### src/hdl/pdt_pkg.sv
package pdt_pkg;

   // Longest supported row; the column counter is sized from it.
   localparam int MAX_WIDTH = 4096;
   localparam int COL_W     = $clog2(MAX_WIDTH);
   localparam int IMG_W     = 13;
   localparam int SEED_W    = 16;
   localparam int PIX_W     = 8;
   // Common width for comparing the column against the row length.
   localparam int CMP_W     = (COL_W + 1 > IMG_W) ? COL_W + 1 : IMG_W;

   localparam logic [CMP_W-1:0]  MAX_WIDTH_C = CMP_W'(MAX_WIDTH);
   localparam logic [SEED_W-1:0] LFSR_TAPS   = 16'hB400;
   localparam logic [PIX_W-1:0]  LEVEL_0     = 8'd0;
   localparam logic [PIX_W-1:0]  LEVEL_1     = 8'd85;
   localparam logic [PIX_W-1:0]  LEVEL_2     = 8'd170;
   localparam logic [PIX_W-1:0]  LEVEL_3     = 8'd255;

   typedef enum logic [2:0] {
      MODE_FIXED  = 3'd0,
      MODE_RANDOM = 3'd1,
      MODE_BAYER2 = 3'd2,
      MODE_BAYER4 = 3'd3,
      MODE_BAYER8 = 3'd4,
      MODE_LEVEL4 = 3'd5
   } mode_type;

   typedef enum logic [1:0] {
      REG_MODE      = 2'd0,
      REG_THRESHOLD = 2'd1,
      REG_WIDTH     = 2'd2,
      REG_SEED      = 2'd3
   } reg_type;

   typedef struct packed {
      mode_type           mode;
      logic [PIX_W-1:0]   fixed_threshold;
      logic [IMG_W-1:0]   image_width;
      logic [SEED_W-1:0]  random_seed;
   } cfg_type;

   // One pixel with its screen position and noise byte, held in the input stage.
   typedef struct packed {
      logic [PIX_W-1:0] pixel;
      logic [2:0]       row;
      logic [2:0]       col;
      logic [PIX_W-1:0] noise;
   } pos_type;

   // Base 2x2 index matrix [[1,2],[3,0]].
   function automatic logic [1:0] bayer_cell(input logic r, input logic c);
      logic [1:0] v;
      case ({r, c})
         2'b00:   v = 2'd1;
         2'b01:   v = 2'd2;
         2'b10:   v = 2'd3;
         default: v = 2'd0;
      endcase
      return v;
   endfunction

endpackage

### src/hdl/pixel_dither_thresholder.sv
// Channel   Direction  Transfer                       Payload
// req_      in         req_tvalid & req_tready        tdata[7:0] pixel_in, tuser frame_start
// rsp_      out        rsp_tvalid & rsp_tready        tdata[7:0] pixel_out
// csr_      in         psel & penable & pwrite        mode, fixed_threshold, image_width,
//                                                     random_seed at 0x0, 0x4, 0x8, 0xC
//
// One pixel per clock while the output is not stalled; a req transfer reaches rsp_tvalid through both stages.
// Stage one registers the pixel with its row, column and noise byte; stage two
// holds the halftoned result, both advancing whenever the output is free.
// Reset is synchronous: scan position clears, noise generator loads one,
// registers take their defaults. A stalled output holds both stages in place.
module pixel_dither_thresholder
   import pdt_pkg::*;
(
   input  logic        clock,
   input  logic        reset,
   input  logic        req_tvalid,
   output logic        req_tready,
   input  logic [7:0]  req_tdata,   // [7:0] pixel_in
   input  logic        req_tuser,   // [0] frame_start
   output logic        rsp_tvalid,
   input  logic        rsp_tready,
   output logic [7:0]  rsp_tdata,   // [7:0] pixel_out
   input  logic        csr_psel,
   input  logic        csr_penable,
   input  logic        csr_pwrite,
   input  logic [3:0]  csr_paddr,
   input  logic [31:0] csr_pwdata,
   output logic [31:0] csr_prdata,
   output logic        csr_pready
);

   cfg_type cfg;
   pos_type pos;
   logic    pos_valid;
   logic    take;

   pdt_csr u_csr (
      .clock       (clock),
      .reset       (reset),
      .csr_psel    (csr_psel),
      .csr_penable (csr_penable),
      .csr_pwrite  (csr_pwrite),
      .csr_paddr   (csr_paddr),
      .csr_pwdata  (csr_pwdata),
      .csr_prdata  (csr_prdata),
      .csr_pready  (csr_pready),
      .cfg         (cfg)
   );

   pdt_scan u_scan (
      .clock       (clock),
      .reset       (reset),
      .cfg         (cfg),
      .req_tvalid  (req_tvalid),
      .req_tready  (req_tready),
      .pixel_in    (req_tdata),
      .frame_start (req_tuser),
      .take        (take),
      .pos_valid   (pos_valid),
      .pos         (pos)
   );

   pdt_halftone u_halftone (
      .clock      (clock),
      .reset      (reset),
      .cfg        (cfg),
      .pos_valid  (pos_valid),
      .pos        (pos),
      .take       (take),
      .rsp_tvalid (rsp_tvalid),
      .rsp_tready (rsp_tready),
      .pixel_out  (rsp_tdata)
   );

endmodule

### src/hdl/pdt_csr.sv
module pdt_csr
   import pdt_pkg::*;
(
   input  logic        clock,
   input  logic        reset,
   input  logic        csr_psel,
   input  logic        csr_penable,
   input  logic        csr_pwrite,
   input  logic [3:0]  csr_paddr,
   input  logic [31:0] csr_pwdata,
   output logic [31:0] csr_prdata,
   output logic        csr_pready,
   output cfg_type     cfg
);

   cfg_type cfg_ff, cfg_in;
   reg_type sel;
   logic    wr_en;

   assign csr_pready = 1'b1;
   assign sel        = reg_type'(csr_paddr[3:2]);
   assign wr_en      = csr_psel & csr_penable & csr_pwrite;

   always_comb begin
      cfg_in = cfg_ff;
      if (wr_en) begin
         case (sel)
            REG_MODE:      cfg_in.mode            = mode_type'(csr_pwdata[2:0]);
            REG_THRESHOLD: cfg_in.fixed_threshold = csr_pwdata[PIX_W-1:0];
            REG_WIDTH:     cfg_in.image_width     = csr_pwdata[IMG_W-1:0];
            REG_SEED:      cfg_in.random_seed     = csr_pwdata[SEED_W-1:0];
            default:       cfg_in = cfg_ff;
         endcase
      end
   end

   always_ff @(posedge clock) begin
      if (reset) begin
         cfg_ff.mode            <= MODE_BAYER4;
         cfg_ff.fixed_threshold <= 8'd127;
         cfg_ff.image_width     <= 13'd512;
         cfg_ff.random_seed     <= 16'd1;
      end else begin
         cfg_ff <= cfg_in;
      end
   end

   always_comb begin
      case (sel)
         REG_MODE:      csr_prdata = {29'd0, cfg_ff.mode};
         REG_THRESHOLD: csr_prdata = {24'd0, cfg_ff.fixed_threshold};
         REG_WIDTH:     csr_prdata = {19'd0, cfg_ff.image_width};
         REG_SEED:      csr_prdata = {16'd0, cfg_ff.random_seed};
         default:       csr_prdata = 32'd0;
      endcase
   end

   assign cfg = cfg_ff;

endmodule

### src/hdl/pdt_scan.sv
module pdt_scan
   import pdt_pkg::*;
(
   input  logic             clock,
   input  logic             reset,
   input  cfg_type          cfg,
   input  logic             req_tvalid,
   output logic             req_tready,
   input  logic [PIX_W-1:0] pixel_in,
   input  logic             frame_start,
   input  logic             take,
   output logic             pos_valid,
   output pos_type          pos
);

   logic [COL_W-1:0]  col_ff, col_in, col_cur;
   logic [2:0]        row_ff, row_in, row_cur;
   logic [SEED_W-1:0] lfsr_ff, lfsr_in, lfsr_cur;
   logic              valid_ff, valid_in;
   pos_type           pos_ff, pos_in;
   logic              accept;
   logic [CMP_W-1:0]  img_ext, eff_width, col_next;

   assign req_tready = ~valid_ff | take;
   assign accept     = req_tvalid & req_tready;

   // Frame start restarts the scan before this pixel is used.
   always_comb begin
      if (frame_start) begin
         col_cur  = '0;
         row_cur  = '0;
         lfsr_cur = (cfg.random_seed == '0) ? SEED_W'(1) : cfg.random_seed;
      end else begin
         col_cur  = col_ff;
         row_cur  = row_ff;
         lfsr_cur = lfsr_ff;
      end
   end

   always_comb begin
      img_ext = CMP_W'(cfg.image_width);
      if (img_ext == '0) begin
         eff_width = CMP_W'(1);
      end else if (img_ext > MAX_WIDTH_C) begin
         eff_width = MAX_WIDTH_C;
      end else begin
         eff_width = img_ext;
      end
      col_next = CMP_W'(col_cur) + CMP_W'(1);
   end

   always_comb begin
      col_in   = col_ff;
      row_in   = row_ff;
      lfsr_in  = lfsr_ff;
      pos_in   = pos_ff;
      valid_in = valid_ff;
      if (take) begin
         valid_in = 1'b0;
      end
      if (accept) begin
         valid_in     = 1'b1;
         pos_in.pixel = pixel_in;
         pos_in.row   = row_cur;
         pos_in.col   = col_cur[2:0];
         pos_in.noise = lfsr_cur[PIX_W-1:0];
         // Galois step: shift right, fold in the taps on a dropped one.
         lfsr_in = (lfsr_cur >> 1) ^ (lfsr_cur[0] ? LFSR_TAPS : '0);
         if (col_next >= eff_width) begin
            col_in = '0;
            row_in = row_cur + 3'd1;
         end else begin
            col_in = col_next[COL_W-1:0];
            row_in = row_cur;
         end
      end
   end

   always_ff @(posedge clock) begin
      if (reset) begin
         col_ff   <= '0;
         row_ff   <= '0;
         lfsr_ff  <= SEED_W'(1);
         valid_ff <= 1'b0;
      end else begin
         col_ff   <= col_in;
         row_ff   <= row_in;
         lfsr_ff  <= lfsr_in;
         valid_ff <= valid_in;
      end
   end

   always_ff @(posedge clock) begin
      pos_ff <= pos_in;
   end

   assign pos_valid = valid_ff;
   assign pos       = pos_ff;

endmodule

### src/hdl/pdt_halftone.sv
module pdt_halftone
   import pdt_pkg::*;
(
   input  logic             clock,
   input  logic             reset,
   input  cfg_type          cfg,
   input  logic             pos_valid,
   input  pos_type          pos,
   output logic             take,
   output logic             rsp_tvalid,
   input  logic             rsp_tready,
   output logic [PIX_W-1:0] pixel_out
);

   logic             valid_ff, valid_in;
   logic [PIX_W-1:0] out_ff, out_in;
   logic [PIX_W-1:0] res;
   logic [1:0]       d0, d1, d2;
   logic [5:0]       w;
   logic [6:0]       odd;
   logic [14:0]      t_ord, p_ord;
   logic [2:0]       odd2;
   logic [12:0]      t2, p8, p24;
   logic             ord_hit;

   // Lowest row and column bits give the high digit, the outer quadrant the low one.
   assign d0 = bayer_cell(pos.row[0], pos.col[0]);
   assign d1 = bayer_cell(pos.row[1], pos.col[1]);
   assign d2 = bayer_cell(pos.row[2], pos.col[2]);

   always_comb begin
      case (cfg.mode)
         MODE_BAYER2: begin
            w     = {4'd0, d0};
            p_ord = {4'd0, pos.pixel, 3'd0};
         end
         MODE_BAYER4: begin
            w     = {2'd0, d0, d1};
            p_ord = {2'd0, pos.pixel, 5'd0};
         end
         default: begin
            w     = {d0, d1, d2};
            p_ord = {pos.pixel, 7'd0};
         end
      endcase
      // (2w+1)*255 as a shift and subtract
      odd     = {w, 1'b1};
      t_ord   = {odd, 8'd0} - {8'd0, odd};
      ord_hit = p_ord > t_ord;

      odd2 = {d0, 1'b1};
      t2   = {2'd0, odd2, 8'd0} - {10'd0, odd2};
      p8   = {2'd0, pos.pixel, 3'd0};
      p24  = {1'b0, pos.pixel, 4'd0} + {2'd0, pos.pixel, 3'd0};
   end

   always_comb begin
      case (cfg.mode)
         MODE_RANDOM: res = (pos.pixel <= pos.noise) ? LEVEL_0 : LEVEL_3;
         MODE_BAYER2,
         MODE_BAYER4,
         MODE_BAYER8: res = ord_hit ? LEVEL_3 : LEVEL_0;
         MODE_LEVEL4: begin
            if (p8 > t2) begin
               res = LEVEL_3;
            end else if (p24 > {t2[11:0], 1'b0}) begin
               res = LEVEL_2;
            end else if (p24 > t2) begin
               res = LEVEL_1;
            end else begin
               res = LEVEL_0;
            end
         end
         default:     res = (pos.pixel <= cfg.fixed_threshold) ? LEVEL_0 : LEVEL_3;
      endcase
   end

   assign take = ~valid_ff | rsp_tready;

   always_comb begin
      valid_in = valid_ff;
      out_in   = out_ff;
      if (take) begin
         valid_in = pos_valid;
         out_in   = res;
      end
   end

   always_ff @(posedge clock) begin
      if (reset) begin
         valid_ff <= 1'b0;
      end else begin
         valid_ff <= valid_in;
      end
   end

   always_ff @(posedge clock) begin
      out_ff <= out_in;
   end

   assign rsp_tvalid = valid_ff;
   assign pixel_out  = out_ff;

endmodule
### config.mk
export PLATFORM = sky130hd
export DESIGN_NAME = pixel_dither_thresholder
export DESIGN_NICKNAME = d
export VERILOG_FILES = /design/src/hdl/pdt_pkg.sv /design/src/hdl/pixel_dither_thresholder.sv /design/src/hdl/pdt_csr.sv /design/src/hdl/pdt_scan.sv /design/src/hdl/pdt_halftone.sv
export SDC_FILE = /design/constraint.sdc
export NUM_CORES = 1
export LEC_CHECK = 0
export BUFFER_PORTS_ARGS = -buffer_cell sky130_fd_sc_hd__buf_2
export CAP_MARGIN = 20
export CELL_PAD_IN_SITES_DETAIL_PLACEMENT = 0
export CELL_PAD_IN_SITES_GLOBAL_PLACEMENT = 1
export CORE_AREA = 2 2 92 183
export CTS_BUF_LIST = sky130_fd_sc_hd__clkbuf_4
export CTS_CLUSTER_SIZE = 12
export DETAILED_ROUTE_END_ITERATION = 6
export DIE_AREA = 0 0 94 185
export GPL_ROUTABILITY_DRIVEN = 0
export PLACE_DENSITY_LB_ADDON = 0.25
export SLEW_MARGIN = 20
export SYNTH_ARGS = -nofsm -noshare
export SYNTH_HDL_FRONTEND = slang
export SYNTH_SLANG_ARGS = --single-unit
### constraint.sdc
create_clock -name clock -period 4.1 [get_ports clock]
set_clock_uncertainty 0.15 [all_clocks]
set_input_delay 0.82 -clock clock [delete_from_list [all_inputs] [get_ports clock]]
set_output_delay 0.82 -clock clock [all_outputs]
set_load 0.02 [all_outputs]
Yosys cells after proc, flatten, opt, wreduce, memory -nomap -nowiden
Index checks and enable logic that the tools add are counted.
- output and inout port bits: 43
- word-level logic and storage cells: 85
- bits in registers: 103
- $lt $le $gt $ge: 8
- eq/ne operators: 14
- bitwise gates (word level): 8
- reduce and logical (&&, ||, !) cells: 12
- add/subtract/negate cells: 5
- multiplexer cells: 24
- operator list (kind ; count):
    case mux 32 bit (4 select lines) ; 1
    two-way mux 16 bit ; 3
    two-way mux 8 bit ; 5
    case mux 15 bit (2 select lines) ; 1
    > comparator 13 bit ; 2
    two-way mux 13 bit ; 2
    two-way mux 12 bit ; 2
    case mux 8 bit (3 select lines) ; 1
    case mux 2 bit (3 select lines) ; 3
    <= comparator 8 bit ; 2
    zero test 16 bit ; 1
    XOR 15 x 16 -> 16 bit ; 1
    > comparator 15 bit ; 1
    subtractor 15 x 7 -> 15 bit ; 1
    adder 12 x 1 -> 13 bit, second input constant ; 1
    adder 12 x 11 -> 13 bit ; 1
    greater-or-equal comparator 13 bit ; 1
    > comparator 11 x 13 -> 1 bit ; 1
    > comparator 13 bit, second input constant ; 1
    zero test 13 bit ; 1
    case mux 6 bit (2 select lines) ; 1
    subtractor 11 x 3 -> 12 bit ; 1
    equality test 2 bit, second input constant ; 5
    equality test 2 x 1 -> 1 bit, second input constant ; 4
    other kinds (14) ; 28

Longest topological paths before layout
Gate-level depths: netlist (run 1).
- depth in word-level cells: 8
- gate-level depth with buffers: 17
- gate-level depth less buffers: 15

By module
Synthesis (run 1) repeated with hierarchy kept, for this count alone.
- cells, all modules: 740
- area, all modules: 6605.1 µm²
- modules (own cells, without submodules) (module ; cells an instance ; area each (µm²) ; seq. area each (µm²) ; instances):
    pdt_scan ; 288 ; 2762.6 ; 1301.2 ; 1
    pdt_csr ; 222 ; 2109.5 ; 800.8 ; 1
    pdt_halftone ; 230 ; 1732.9 ; 80.1 ; 1

Worst setup path after synthesis (run 1)
No wires, ideal clock.
- kind: input port to flip-flop
- start point: in req_tuser
- end point: reg u_scan.col_ff[10]
- data arrival time: 4.159 ns
- path buffers: 4
- setup time: 0.071 ns
- path slack: -0.279 ns
- cell stages on the path: 16
- cell sequence: clkbuf_1 > clkbuf_1 > clkbuf_1 > nor2b_1 > ha_1 > and3_1 > nand3_1 > or3_1 > a21oi_1 > ha_1 > a21o_1 > a21o_1 > a21oi_1 > clkbuf_1 > nand4_1 > a21oi_1
- longest elaborated chain between the ends: 4
- RTL lines (item ; line ; source):
    start: declaration ; pixel_dither_thresholder.sv:20 ; input logic req_tuser,
    two-way mux 12 bit (*) ; pdt_scan.sv:29 ; if (frame_start) begin
    named net u_scan.col_cur[1] ; pdt_scan.sv:16 ; logic [COL_W-1:0] col_ff, col_in, col_cur;
    adder 12 x 1 -> 13 bit (*) ; pdt_scan.sv:49 ; col_next = CMP_W'(col_cur) + CMP_W'(1);
    greater-or-equal comparator 13 bit ; pdt_scan.sv:69 ; if (col_next >= eff_width) begin
    two-way mux 12 bit (*) ; pdt_scan.sv:69 ;
    end signal: assignment ; pdt_scan.sv:86 ; col_ff <= col_in;
    end: declaration ; pdt_scan.sv:16 ;
Mark *: on every way through the listed nets, which the timed path passes. The rest lies on a longest branch.
A chain may end at the register's enable or synchronous reset.

Final worst setup path (run 1)
- start point: reg u_scan.pos_ff (netlist bit u_scan.pos[14])
- end point: reg u_halftone.out_ff[6], in the netlist u_halftone.pixel_out[6] (data pin)
- longest elaborated chain between the ends: 6
- RTL lines (item ; line ; source):
    start: declaration ; pdt_scan.sv:20 ; pos_type pos_ff, pos_in;
    start signal: assignment ; pdt_scan.sv:94 ; pos_ff <= pos_in;
    adder 12 x 11 -> 13 bit ; pdt_halftone.sv:54 ; p24 = {1'b0, pos.pixel, 4'd0} + {2'd0, pos.pixel, 3'd0};
    > comparator 13 bit ; pdt_halftone.sv:68 ; end else if (p24 > t2) begin
    two-way mux 7 bit ; pdt_halftone.sv:68 ;
    two-way mux 8 bit ; pdt_halftone.sv:66 ; end else if (p24 > {t2[11:0], 1'b0}) begin
    two-way mux 8 bit ; pdt_halftone.sv:64 ; if (p8 > t2) begin
    case mux 8 bit (3 select lines) (*) ; pdt_halftone.sv:58 ; case (cfg.mode)
    end signal: assignment ; pdt_halftone.sv:98 ; out_ff <= out_in;
    end: declaration ; pdt_halftone.sv:16 ; logic [PIX_W-1:0] out_ff, out_in;
Mark *: on every way between the ends. The rest lies on a longest branch, timed or not.

==> summary.txt, run 1 <==
STA
  – Slew at the pin with the worst max-slew slack: 919 ps
  – Fin crit share: 91.1%
  – Hold_ws: around 320 ps
  – Slew margin rel.: 38.7%
  – Min Tclk post-route: around 3700 ps
  – Final worst setup slack: 364 ps
  – Final Hold Fails: 0
  – Unrepaired setup endpoints after global routing: false
  – # setup viols final: 0
  – Fmax: about 0.27 GHz
  – Final Max Slew Viols: 0
  – Setup TNS: 0 ps

Floorplan
  – Area of the core: around 16000 µm²
  – Die Wd: 94 µm
  – Starting density of the core: 39.0%
  – Row count: 66
  – Die ar.: 17400 µm²
  – Die H: 185 µm
  – Top Ports: 95

Synthesis
  – Top cells by area, synth: dfxtp_1 (23%), ha_1 (12%), edfxtp_1 (11%)
  – Top-area cell type share of the netlist area: approximately a quarter
  – Cells after Synth: around 750
  – Synthesized area: 6280 µm²
  – Dominant synthesized flop cell: dfxtp_1
  – Ys Warns: 0
  – Flops & latches, synth: 97
  – Synthesized area per cell: 8.43 µm²
  – Netlist cell types: 63
  – Yosys top cell by area: dfxtp_1
  – Post-synth EDFFs: 24
  – FFs w/ async S/R, synth: 0%
  – Seq/Total Area, Yosys: 34.7%

CTS
  – Num CTS Buffers: 9
  – Post-CTS setup buffer count: 0
  – CTS Buffer Depth: 2
  – TritonCTS sink count: 97
  – CTS tree: done
  – Post-CTS Resized: 0
  – CTS H-Tree Depth: 3
  – Skew-Pair Late Insertion Delay: 460 ps
  – Hold buffer count at CTS: 0
  – Clk pin slew, worst setup/hold paths: 150 ps
  – CTS Root Cell: clkbuf_4

Global routing
  – Pin count of the biggest net entering global routing: 49
  – Initial antenna violation count: 1
  – Global route total overflow: 0
  – Tot GR Track Use: between 10% and 20%
  – Global-route wire length before repair: 25700 µm
  – Vias in the first global route: 4947

Critical path
  – Reg2reg setup slack: roughly 360 ps
  – Max stage delay cell, worst path: edfxtp_1
  – Worst EP required: 4180 ps
  – Setup CP Type: reg -> reg
  – Worst EP arrival: 3810 ps
  – Crit end category: flop
  – Critical path startpoint category: flop
  – FF-to-FF End: u_halftone.pixel_out[6]$_DFFE_PP_
  – CP Cell Sequence: ha_1 -> inv_1 -> fa_1 -> nand2b_1 -> a21oi_1 -> a21o_2 -> a21oi_1 -> xor2_1 -> ha_1 -> nand4_1 -> nor4_1 -> nand4b_1 -> o2111a_1 -> a21bo_1 -> a31o_1
  – CP peak stage delay: approximately 430 ps
  – R2r worst-path depth: 15
  – Reg-to-Reg Start: u_scan.pos[14]$_DFFE_PP_
  – Critical Path Fanout Max: 4

Routing
  – Initial DRC count: between 200 and 300
  – Post-Route WL: about 16000 µm
  – Drt pass-1 iters: 5
  – Vias: 5175
  – Final ANT Viol Nets: 0
  – Detailed-route wire length per cell: 15.7 µm
  – Residual DRC: 0
  – Vias per cell: 5.20

Cells and area
  – Layout cells sized above 1: between 10% and 20%
  – Final net count: between 900 and 1000
  – Final std cells w/o fill: 996
  – P&R area growth vs syn: 9.28%

Power and ir drop
  – LEAKAGE: 2.94 nW
  – Tot Pwr: 0.00205 W
  – Pwr dens: 298 nW/µm²
  – Maximum vdd ir drop: 0.157 mV

Worst hold path
  – Min-Delay Path Class: reg -> reg
  – Hold worst-path end: u_scan.lfsr_ff[1]$_SDFFE_PP0P_
  – WHS Path Cells: 2
  – Worst hold path startpoint: u_scan.lfsr_ff[1]$_SDFFE_PP0P_

Placed design
  – Place WS: between 150 and 200 ps
  – Number of port buffers: between 50 and 60
  – Placed Cells: 979
  – Detailed placement HPWL: about 12000 µm

Job
  – Max_cap viols: 0

Status
  – Status: completed
## how the worst max path moves through the flow
stage | from | endpoint | slack, ps | cells after the start
after floorplan | req_tuser | u_scan.row_ff[1]$_SDFFE_PP0P_ | 10 | 17
after global placement | req_tuser | u_scan.row_ff[2]$_SDFFE_PP0P_ | 210 | 16
after detailed placement | req_tuser | u_scan.row_ff[1]$_SDFFE_PP0P_ | 180 | 15
after CTS | u_scan.pos[14]$_DFFE_PP_ | u_halftone.pixel_out[6]$_DFFE_PP_ | 340 | 15
after global routing | u_scan.pos[14]$_DFFE_PP_ | u_halftone.pixel_out[6]$_DFFE_PP_ | 60 | 15
final | u_scan.pos[14]$_DFFE_PP_ | u_halftone.pixel_out[6]$_DFFE_PP_ | 360 | 15
## through the flow
step                      area [µm²]  util (%)
after floorplan                 6350         -
after global placement          6710      41.7
after detailed placement        6710      41.7
after CTS                       6860      42.6
after global routing            6870      42.6
final                           6870      42.6
## state kept, by name (all words and copies together), names as in the netlist
name and flops:
u_csr.cfg 40, u_scan.row_ff 3, u_scan.pos 22, u_halftone.rsp_tvalid 1
u_scan.pos_valid 1, u_scan.col_ff 12, u_halftone.pixel_out 2, u_scan.lfsr_ff 16
## placed cells by master, fill, tap and decap left out, drive strengths merged, types with 4 or more instances in the layout
master,n
nand4b,4
and2,4
ha,62
conb,17
nand3b,4
mux2,12
nor2b,24
a21o,10
clkbuf,10
nand4,17
a22o,5
a211o,11
xnor2,5
a211oi,4
xor2,14
mux2i,16
edfxtp,24
nor3,10
nand3,18
a21oi,69
buf,78
nand2,129
nand2b,8
and3,7
inv,40
nor2,46
a31oi,4
or3,5
nor4,8
o21ai,17
dfxtp,73
## metal layers
metal	wire length, µm	global-route usage [%]
met5	0	0
met3	437	2.12
met2	7690	31.4
met1	7260	25.5
met4	211	4.93
## worst max-delay path, delay by kind of cell, from the launching register on
family | cells | cell delay, ps
xor gates and xnor gates | 1 | 180
DFF | 1 | 430
adders and majority gates | 3 | 980
buffers and inverters | 1 | 70
AOI/OAI and AO/OA | 6 | 1060
and+or+nand+nor | 4 | 630
## cell families after synthesis
group                    after synthesis  share of synthesized area [%]
buffers and inverters                101                           7.61
multiplexers                          31                           5.78
AND/OR/NAND/NOR                      288                           21.7
other                                  2                          0.120
XOR/XNOR                              19                           2.65
flip-flops                            97                           34.7
adder cells (fa/ha/maj)               63                           12.7
AO/OA/AOI/OAI                        144                           14.7
## synth_stat cells, types with 2 or more instances
cell,count
nor2_1,46
clkbuf_1,34
nor2b_1,24
xor2_1,14
dfxtp_1,73
nand2b_1,8
a21o_1,8
a31o_2,2
edfxtp_1,24
nor3_1,10
a31oi_1,4
o21ai_0,16
mux2_2,12
nand4b_1,4
buf_1,3
o221ai_1,3
o2111ai_1,2
a21oi_1,69
buf_4,24
a211oi_1,3
nand2_1,129
a311oi_1,2
mux4_2,3
mux2i_1,16
nand3b_1,4
conb_1,2
o21a_1,2
a22o_1,5
and3_1,7
or3_1,4
a21o_2,2
nand4_1,17
and2_1,4
ha_1,62
nand3_1,18
xnor2_1,5
inv_1,37
a211o_1,11
nor4_1,8
## final cells by class
type | instances | area, µm²
fillers | 1696 | 9240
multi-input cells | 562 | 3690
flip-flops and latches | 97 | 2180
repair buffers | 78 | 438
well taps | 204 | 255
inverters | 38 | 143
clock inverters | 6 | 80.1
clock buffers | 10 | 75.1
diodes | 1 | 2.50
## power breakdown
group	internal (W)	switching (W)
Sequential	0.00102	0.0000295
Combinational	0.000163	0.000252
Clock	0.000252	0.000334
Power figures use the tool's default switching activity.
==> inputs of run 2 (changes only) <==
--- a/config.mk
+++ b/config.mk
@@ -9,11 +9,11 @@
 export CAP_MARGIN = 20
 export CELL_PAD_IN_SITES_DETAIL_PLACEMENT = 0
 export CELL_PAD_IN_SITES_GLOBAL_PLACEMENT = 1
-export CORE_AREA = 2 2 92 183
+export CORE_AREA = 2 2 87 173
 export CTS_BUF_LIST = sky130_fd_sc_hd__clkbuf_4
 export CTS_CLUSTER_SIZE = 12
 export DETAILED_ROUTE_END_ITERATION = 6
-export DIE_AREA = 0 0 94 185
+export DIE_AREA = 0 0 89 175
 export GPL_ROUTABILITY_DRIVEN = 0
 export PLACE_DENSITY_LB_ADDON = 0.25
 export SLEW_MARGIN = 20
==> constraint.sdc (replaced) <==
create_clock -name clock -period 3.95 [get_ports clock]
set_clock_uncertainty 0.15 [all_clocks]
set_input_delay 0.79 -clock clock [delete_from_list [all_inputs] [get_ports clock]]
set_output_delay 0.79 -clock clock [all_outputs]
set_load 0.02 [all_outputs]
==> run 2 against run 1 <==
Fmax fell by 3.0%. Critical path type unchanged. Count of clock-buffer cells in the layout down 1. Largest cell class unchanged. Power up 3.8%. Largest power group unchanged. Clock power grew 0.7%. Cell area rose by 0.29%. Wire length increased by 6.5%.
==> summary.txt, run 2 (synthesis results as in run 1) <==
Critical path
  – CP peak stage delay: 440 ps
  – Worst EP required: 4020 ps
  – Crit end category: flop
  – Setup CP Type: reg -> reg
  – CP top delay family: compound AO/OA/AOI/OAI gates
  – Reg2reg setup slack: slightly below 100 ps
  – CP Cell Sequence: ha_1 -> inv_1 -> fa_1 -> nand2b_1 -> a21oi_1 -> a21o_2 -> a21oi_1 -> xor2_1 -> ha_1 -> nand4_1 -> nor4_1 -> nand4b_1 -> o2111a_1 -> a21bo_1 -> a31o_1
  – Max stage delay cell, worst path: edfxtp_1
  – Critical path startpoint category: flop
  – Buf/Inv on CP: 1
  – Worst EP arrival: approximately 3900 ps
  – Critical Path Fanout Max: 4

Global routing
  – Busiest metal layer after global routing: met2
  – Global route total overflow: 0
  – Pin count of the biggest net entering global routing: 56
  – Tot GR Track Use: 22.0%
  – GR Layer Usage met2: 41.1%
  – GRT met3 Usage: 2.55%
  – Initial antenna violation count: 1
  – Vias in the first global route: roughly 5400
  – Met1 usage: 22.5%
  – Global-route wire length before repair: ~26000 µm

Power and ir drop
  – Sequential Power Share: about half
  – LEAKAGE: a little under 3 nW
  – Switch Pwr: 0.000727 W
  – Pwr dens: 309 nW/µm²
  – Combinational share of power: about a fifth
  – Sw frac: 34.2%
  – Maximum vdd ir drop: 0.181 mV
  – Clock group share of total power: 27.8%
  – Internal power: 0.00140 W

Placed design
  – Number of port buffers: 59
  – Place WS: about 5.7 ps
  – Detailed placement HPWL: between 10000 and 15000 µm

Cells and area
  – Layout cells sized above 1: 15.3%
  – P&R area growth vs syn: 9.60%
  – Final net count: 901
  – Most common cell after layout, fill and taps aside: nand2_1
  – Max reg flops: 40
  – Leading cell types in the layout, fill and taps excluded: nand2_1 (129), dfxtp_1 (73), a21oi_1 (67), ha_1 (61), buf_2 (59)

STA
  – Min Tclk post-route: 3850 ps
  – Final Max Slew Viols: 0
  – Unrepaired setup endpoints after global routing: false
  – Slew at the pin with the worst max-slew slack: 768 ps
  – Final worst setup slack: 99.1 ps
  – Final Hold Fails: 0
  – # setup viols final: 0
  – Fin crit share: 97.5%
  – Setup TNS: 0 ps
  – Slew margin rel.: 48.7%
  – Fmax: 0.260 GHz

Routing
  – Final ANT Viol Nets: 0
  – Residual DRC: 0
  – Drt pass-1 iters: 5
  – Initial DRC count: ~230
  – Detailed-route wire length per cell: 16.9 µm
  – Post-Route WL: 16600 µm
  – Vias: between 5000 and 6000
  – Vias per cell: between 5 and 6

Floorplan
  – Top Ports: 95
  – Die H: approximately 180 µm
  – Die ar.: ~16000 µm²
  – Row count: 62
  – Starting density of the core: 44.0%
  – Area of the core: roughly 14000 µm²
  – Die Wd: about 89 µm

Job
  – Max_cap viols: 0

CTS
  – Clk pin slew, worst setup/hold paths: approximately 190 ps
  – Num CTS Buffers: 9
  – Skew-Pair Late Insertion Delay: roughly 500 ps
  – CTS Root Cell: clkbuf_4
  – TritonCTS sink count: between 90 and 100
  – CTS Buffer Depth: 2
  – CTS tree: done
  – Post-CTS Resized: 0
  – CTS H-Tree Depth: 3

Status
  – Status: completed

Worst hold path
  – Min-Delay Path Class: reg -> reg
==> run 2: changes by cell type in the layout (fill, tap and decap cells not counted), sizes merged <==
cell,delta
bufinv,-2
clkbuf,-1
inv,+2
clkinv,+1
==> run 2: area by class of cell <==
class                   instances  area [µm²]
fillers                      1458        7390
clock buffers                   9        67.6
diodes                          1        2.50
well taps                     192         240
inverters                      38         143
flip-flops and latches         97        2180
repair buffers                 78         450
clock inverters                 7        98.8
multi-input cells             562        3700
==> run 2: worst paths after layout <==
kind	startpoint	endpoint	cells after the start
max	u_scan.pos[15]$_DFFE_PP_	u_halftone.pixel_out[6]$_DFFE_PP_	15
min	u_scan.lfsr_ff[1]$_SDFFE_PP0P_	u_scan.lfsr_ff[1]$_SDFFE_PP0P_	2
max reg2reg	u_scan.pos[15]$_DFFE_PP_	u_halftone.pixel_out[6]$_DFFE_PP_	15
min reg2reg	u_scan.lfsr_ff[1]$_SDFFE_PP0P_	u_scan.lfsr_ff[1]$_SDFFE_PP0P_	2
==> run 2: worst register-to-register path, delay by kind of cell, from the launching register on <==
family	cells	cell delay [ps]
and+or+nand+nor	4	690
AOI/OAI and AO/OA	6	1120
adders and majority gates	3	980
DFF	1	440
buffers and inverters	1	70
xor gates and xnor gates	1	190
==> run 2: power groups by stage <==
stage / clock, W / combinational [W] / sequential, W
after floorplan: 0 / 0.000339 / 0.00111
after global placement: 0 / 0.000432 / 0.00111
after detailed placement: 0 / 0.000442 / 0.00111
after CTS: 0.000610 / 0.000443 / 0.00109
after global routing: 0.000643 / 0.000491 / 0.00109
final: 0.000590 / 0.000445 / 0.00109
==> run 2: routing by layer <==
metal / vias up / share of wire [%]
li1: 2647 / -
met1: 2562 / 35
met2: 114 / 56
met4: 0 / 5.9
met5: - / 0
met3: 42 / 2.5
==> run 2: what timing repair did <==
action | CTS | global route
setup endpoints to repair | 0 | 1
setup buffers | 0 | 2
hold buffers | 0 | 0
==> run 2: per-stage QoR <==
stage                     std cells  power, W  util, %  instance area [µm²]  hold slack, ps
after floorplan                 760   0.00145        -                 6380             282
after global placement          965   0.00154     46.9                 6700             291
after detailed placement        965   0.00155     46.9                 6700             298
after CTS                       981   0.00214     48.1                 6870             302
after global routing            984   0.00223     48.2                 6890             308
final                           984   0.00212     48.2                 6890             317
==> inputs of run 3 (changes only) <==
--- a/config.mk
+++ b/config.mk
@@ -9,12 +9,13 @@
 export CAP_MARGIN = 20
 export CELL_PAD_IN_SITES_DETAIL_PLACEMENT = 0
 export CELL_PAD_IN_SITES_GLOBAL_PLACEMENT = 1
-export CORE_AREA = 2 2 87 173
+export CORE_AREA = 2 2 145 104
 export CTS_BUF_LIST = sky130_fd_sc_hd__clkbuf_4
 export CTS_CLUSTER_SIZE = 12
 export DETAILED_ROUTE_END_ITERATION = 6
-export DIE_AREA = 0 0 89 175
+export DIE_AREA = 0 0 147 106
 export GPL_ROUTABILITY_DRIVEN = 0
+export MAX_ROUTING_LAYER = met4
 export PLACE_DENSITY_LB_ADDON = 0.25
 export SLEW_MARGIN = 20
 export SYNTH_ARGS = -nofsm -noshare
==> run 3 against run 2 <==
Core utilization fell by 0.26 points. Count of clock-buffer cells in the layout unchanged. First-iteration DRC count increased by 51%. Global-route usage shrank 0.27 points.
==> summary.txt, run 3 (synthesis results as in run 1) <==
Status
  – Status: completed

Power and ir drop
  – Internal power: 0.00144 W
  – Switch Pwr: 0.000691 W
  – Tot Pwr: 0.00213 W
  – Pwr dens: 309 nW/µm²
  – Combinational share of power: 20.8%
  – Maximum vdd ir drop: 0.152 mV
  – Sequential Power Share: 51.1%
  – Clock group share of total power: between 20% and 30%
  – LEAKAGE: 2.94 nW
  – Sw frac: 32.5%

CTS
  – Hold buffer count at CTS: 0
  – CTS tree: done
  – CTS Buffer Depth: 2
  – CTS Root Cell: clkbuf_4
  – CTS H-Tree Depth: 3
  – Num CTS Buffers: 9
  – Skew-Pair Late Insertion Delay: between 400 and 500 ps
  – TritonCTS sink count: 97
  – Clk pin slew, worst setup/hold paths: around 170 ps

Global routing
  – Vias in the first global route: 5088
  – Initial antenna violation count: 0
  – Tot GR Track Use: a little over a fifth
  – Pin count of the biggest net entering global routing: 56
  – Global route total overflow: 0
  – Global-route wire length before repair: 26300 µm

Worst hold path
  – Min-Delay Path Class: reg -> reg
  – WHS Path Cells: 2

Routing
  – Final ANT Viol Nets: 0
  – Vias: 5364
  – Vias per cell: between 5 and 6
  – Post-Route WL: around 16000 µm
  – Detailed-route wire length per cell: 16.5 µm
  – Drt pass-1 iters: 5
  – Initial DRC count: 344
  – Residual DRC: 0

Cells and area
  – Multi-input logic area: 3700 µm²
  – Max reg flops: 40
  – Fill cells: 1434
  – Layout cells sized above 1: 15.5%
  – Ant diodes: 0
  – Sequential standard cell area: 2180 µm²
  – Fin area: 6890 µm²
  – Final std cells w/o fill: ~990
  – Final net count: 902
  – Core Util, Final: between 40% and 50%
  – Leading cell types in the layout, fill and taps excluded: nand2_1 (129), dfxtp_1 (73), a21oi_1 (66), ha_1 (61), buf_2 (59)
  – Most common cell after layout, fill and taps aside: nand2_1
  – P&R area growth vs syn: 9.60%

STA
  – Slew at the pin with the worst max-slew slack: 722 ps
  – Slew margin rel.: 51.8%
  – # setup viols final: 0
  – Final Hold Fails: 0
  – Min Tclk post-route: 3760 ps
  – Fmax: around 0.27 GHz
  – Fin crit share: 95.2%
  – Unrepaired setup endpoints after global routing: false
  – Final Max Slew Viols: 0

Critical path
  – Critical path startpoint category: flop
  – Setup CP Type: reg -> reg
  – Crit end category: flop
  – R2r worst-path depth: 15
  – Critical Path Fanout Max: 3
  – Worst EP required: 4040 ps
  – Worst EP arrival: roughly 3900 ps

Job
  – Max_cap viols: 0

Floorplan
  – Starting density of the core: 43.8%
  – Row count: 37
  – Area of the core: approximately 14000 µm²
  – Die ar.: 15600 µm²
  – Die Wd: approximately 150 µm
  – Top Ports: 95
  – Die H: 106 µm

Placed design
  – Placed Cells: 970
  – DP Area: 6710 µm²
  – Detailed placement HPWL: 12000 µm
  – Number of port buffers: 59
run 3: cell count changes in the layout (fill, tap and decap cells not counted):
| cell | previous run | this run |
|---|---|---|
| bufinv_16 | 0 | 1 |
| a21oi_2 | 1 | 2 |
| a21oi_1 | 67 | 66 |
| inv_6 | 0 | 1 |
| buf_12 | 1 | 0 |
| clkinv_4 | 0 | 1 |
| inv_12 | 2 | 0 |
| clkinvlp_4 | 0 | 1 |
| buf_4 | 18 | 20 |
| diode_2 | 1 | 0 |
| inv_8 | 3 | 1 |
run 3: through the flow:
stage,setup TNS (ps),hold WS [ps],worst slack [ps]
after floorplan,0,282,26.8
after global placement,0,289,119
after detailed placement,-1.97,297,-1.97
after CTS,0,304,180
after global routing,0,274,19.2
final,0,314,191
run 3: area by class of cell:
type                            instances  area share (%)
Tap cell                              195            3.54
Timing Repair Buffer                   79            6.47
Multi-Input combinational cell        562            53.8
Clock buffer                            9           0.981
Clock inverter                          7            1.44
Sequential cell                        97            31.7
Inverter                               38            2.07
run 3: worst max-delay path, stage by stage (launching register included):
cell and delay, ps:
edfxtp_1 420, ha_1 240, inv_1 70, fa_1 390, nand2b_1 180, a21oi_2 170, a21o_2 140, a21oi_1 110
xor2_1 190, ha_1 330, nand4_1 90, nor4_1 280, nand4b_1 150, o2111a_1 180, a21bo_1 180, a31o_1 260
run 3: worst paths after layout:
path / end / startpoint / slack, ps
setup / recovery: u_halftone.pixel_out[6]$_DFFE_PP_ / u_scan.pos[15]$_DFFE_PP_ / 190
hold / removal: u_scan.lfsr_ff[12]$_SDFFE_PP0P_ / u_scan.lfsr_ff[12]$_SDFFE_PP0P_ / 310
setup reg to reg: u_halftone.pixel_out[6]$_DFFE_PP_ / u_scan.pos[15]$_DFFE_PP_ / 190
hold reg to reg: u_scan.lfsr_ff[12]$_SDFFE_PP0P_ / u_scan.lfsr_ff[12]$_SDFFE_PP0P_ / 310
run 3: repair_timing:
| action | in CTS | in global routing |
|---|---|---|
| setup endpoints to repair | 0 | 1 |
| setup buffers | 0 | 1 |
| gates resized for setup | 0 | 1 |
run 3: power by group through the flow:
| stage | registers (W) | clock network (W) | logic (W) |
|---|---|---|---|
| 2_1_floorplan | 0.00111 | 0 | 0.000339 |
| 3_3_place_gp | 0.00111 | 0 | 0.000426 |
| 3_5_place_dp | 0.00111 | 0 | 0.000437 |
| 4_1_cts | 0.00109 | 0.000613 | 0.000439 |
| 5_1_grt | 0.00109 | 0.000670 | 0.000490 |
| 6_report | 0.00109 | 0.000600 | 0.000442 |
run 3: per-layer routing:
metal / global-route usage, % / up-vias / part of all wire [%]
met5: - / - / 0
li1: - / 2657 / -
met3: 3.65 / 12 / 6.0
met4: 3.71 / 0 / 0.68
met1: 32.7 / 2528 / 52
met2: 31.1 / 167 / 42
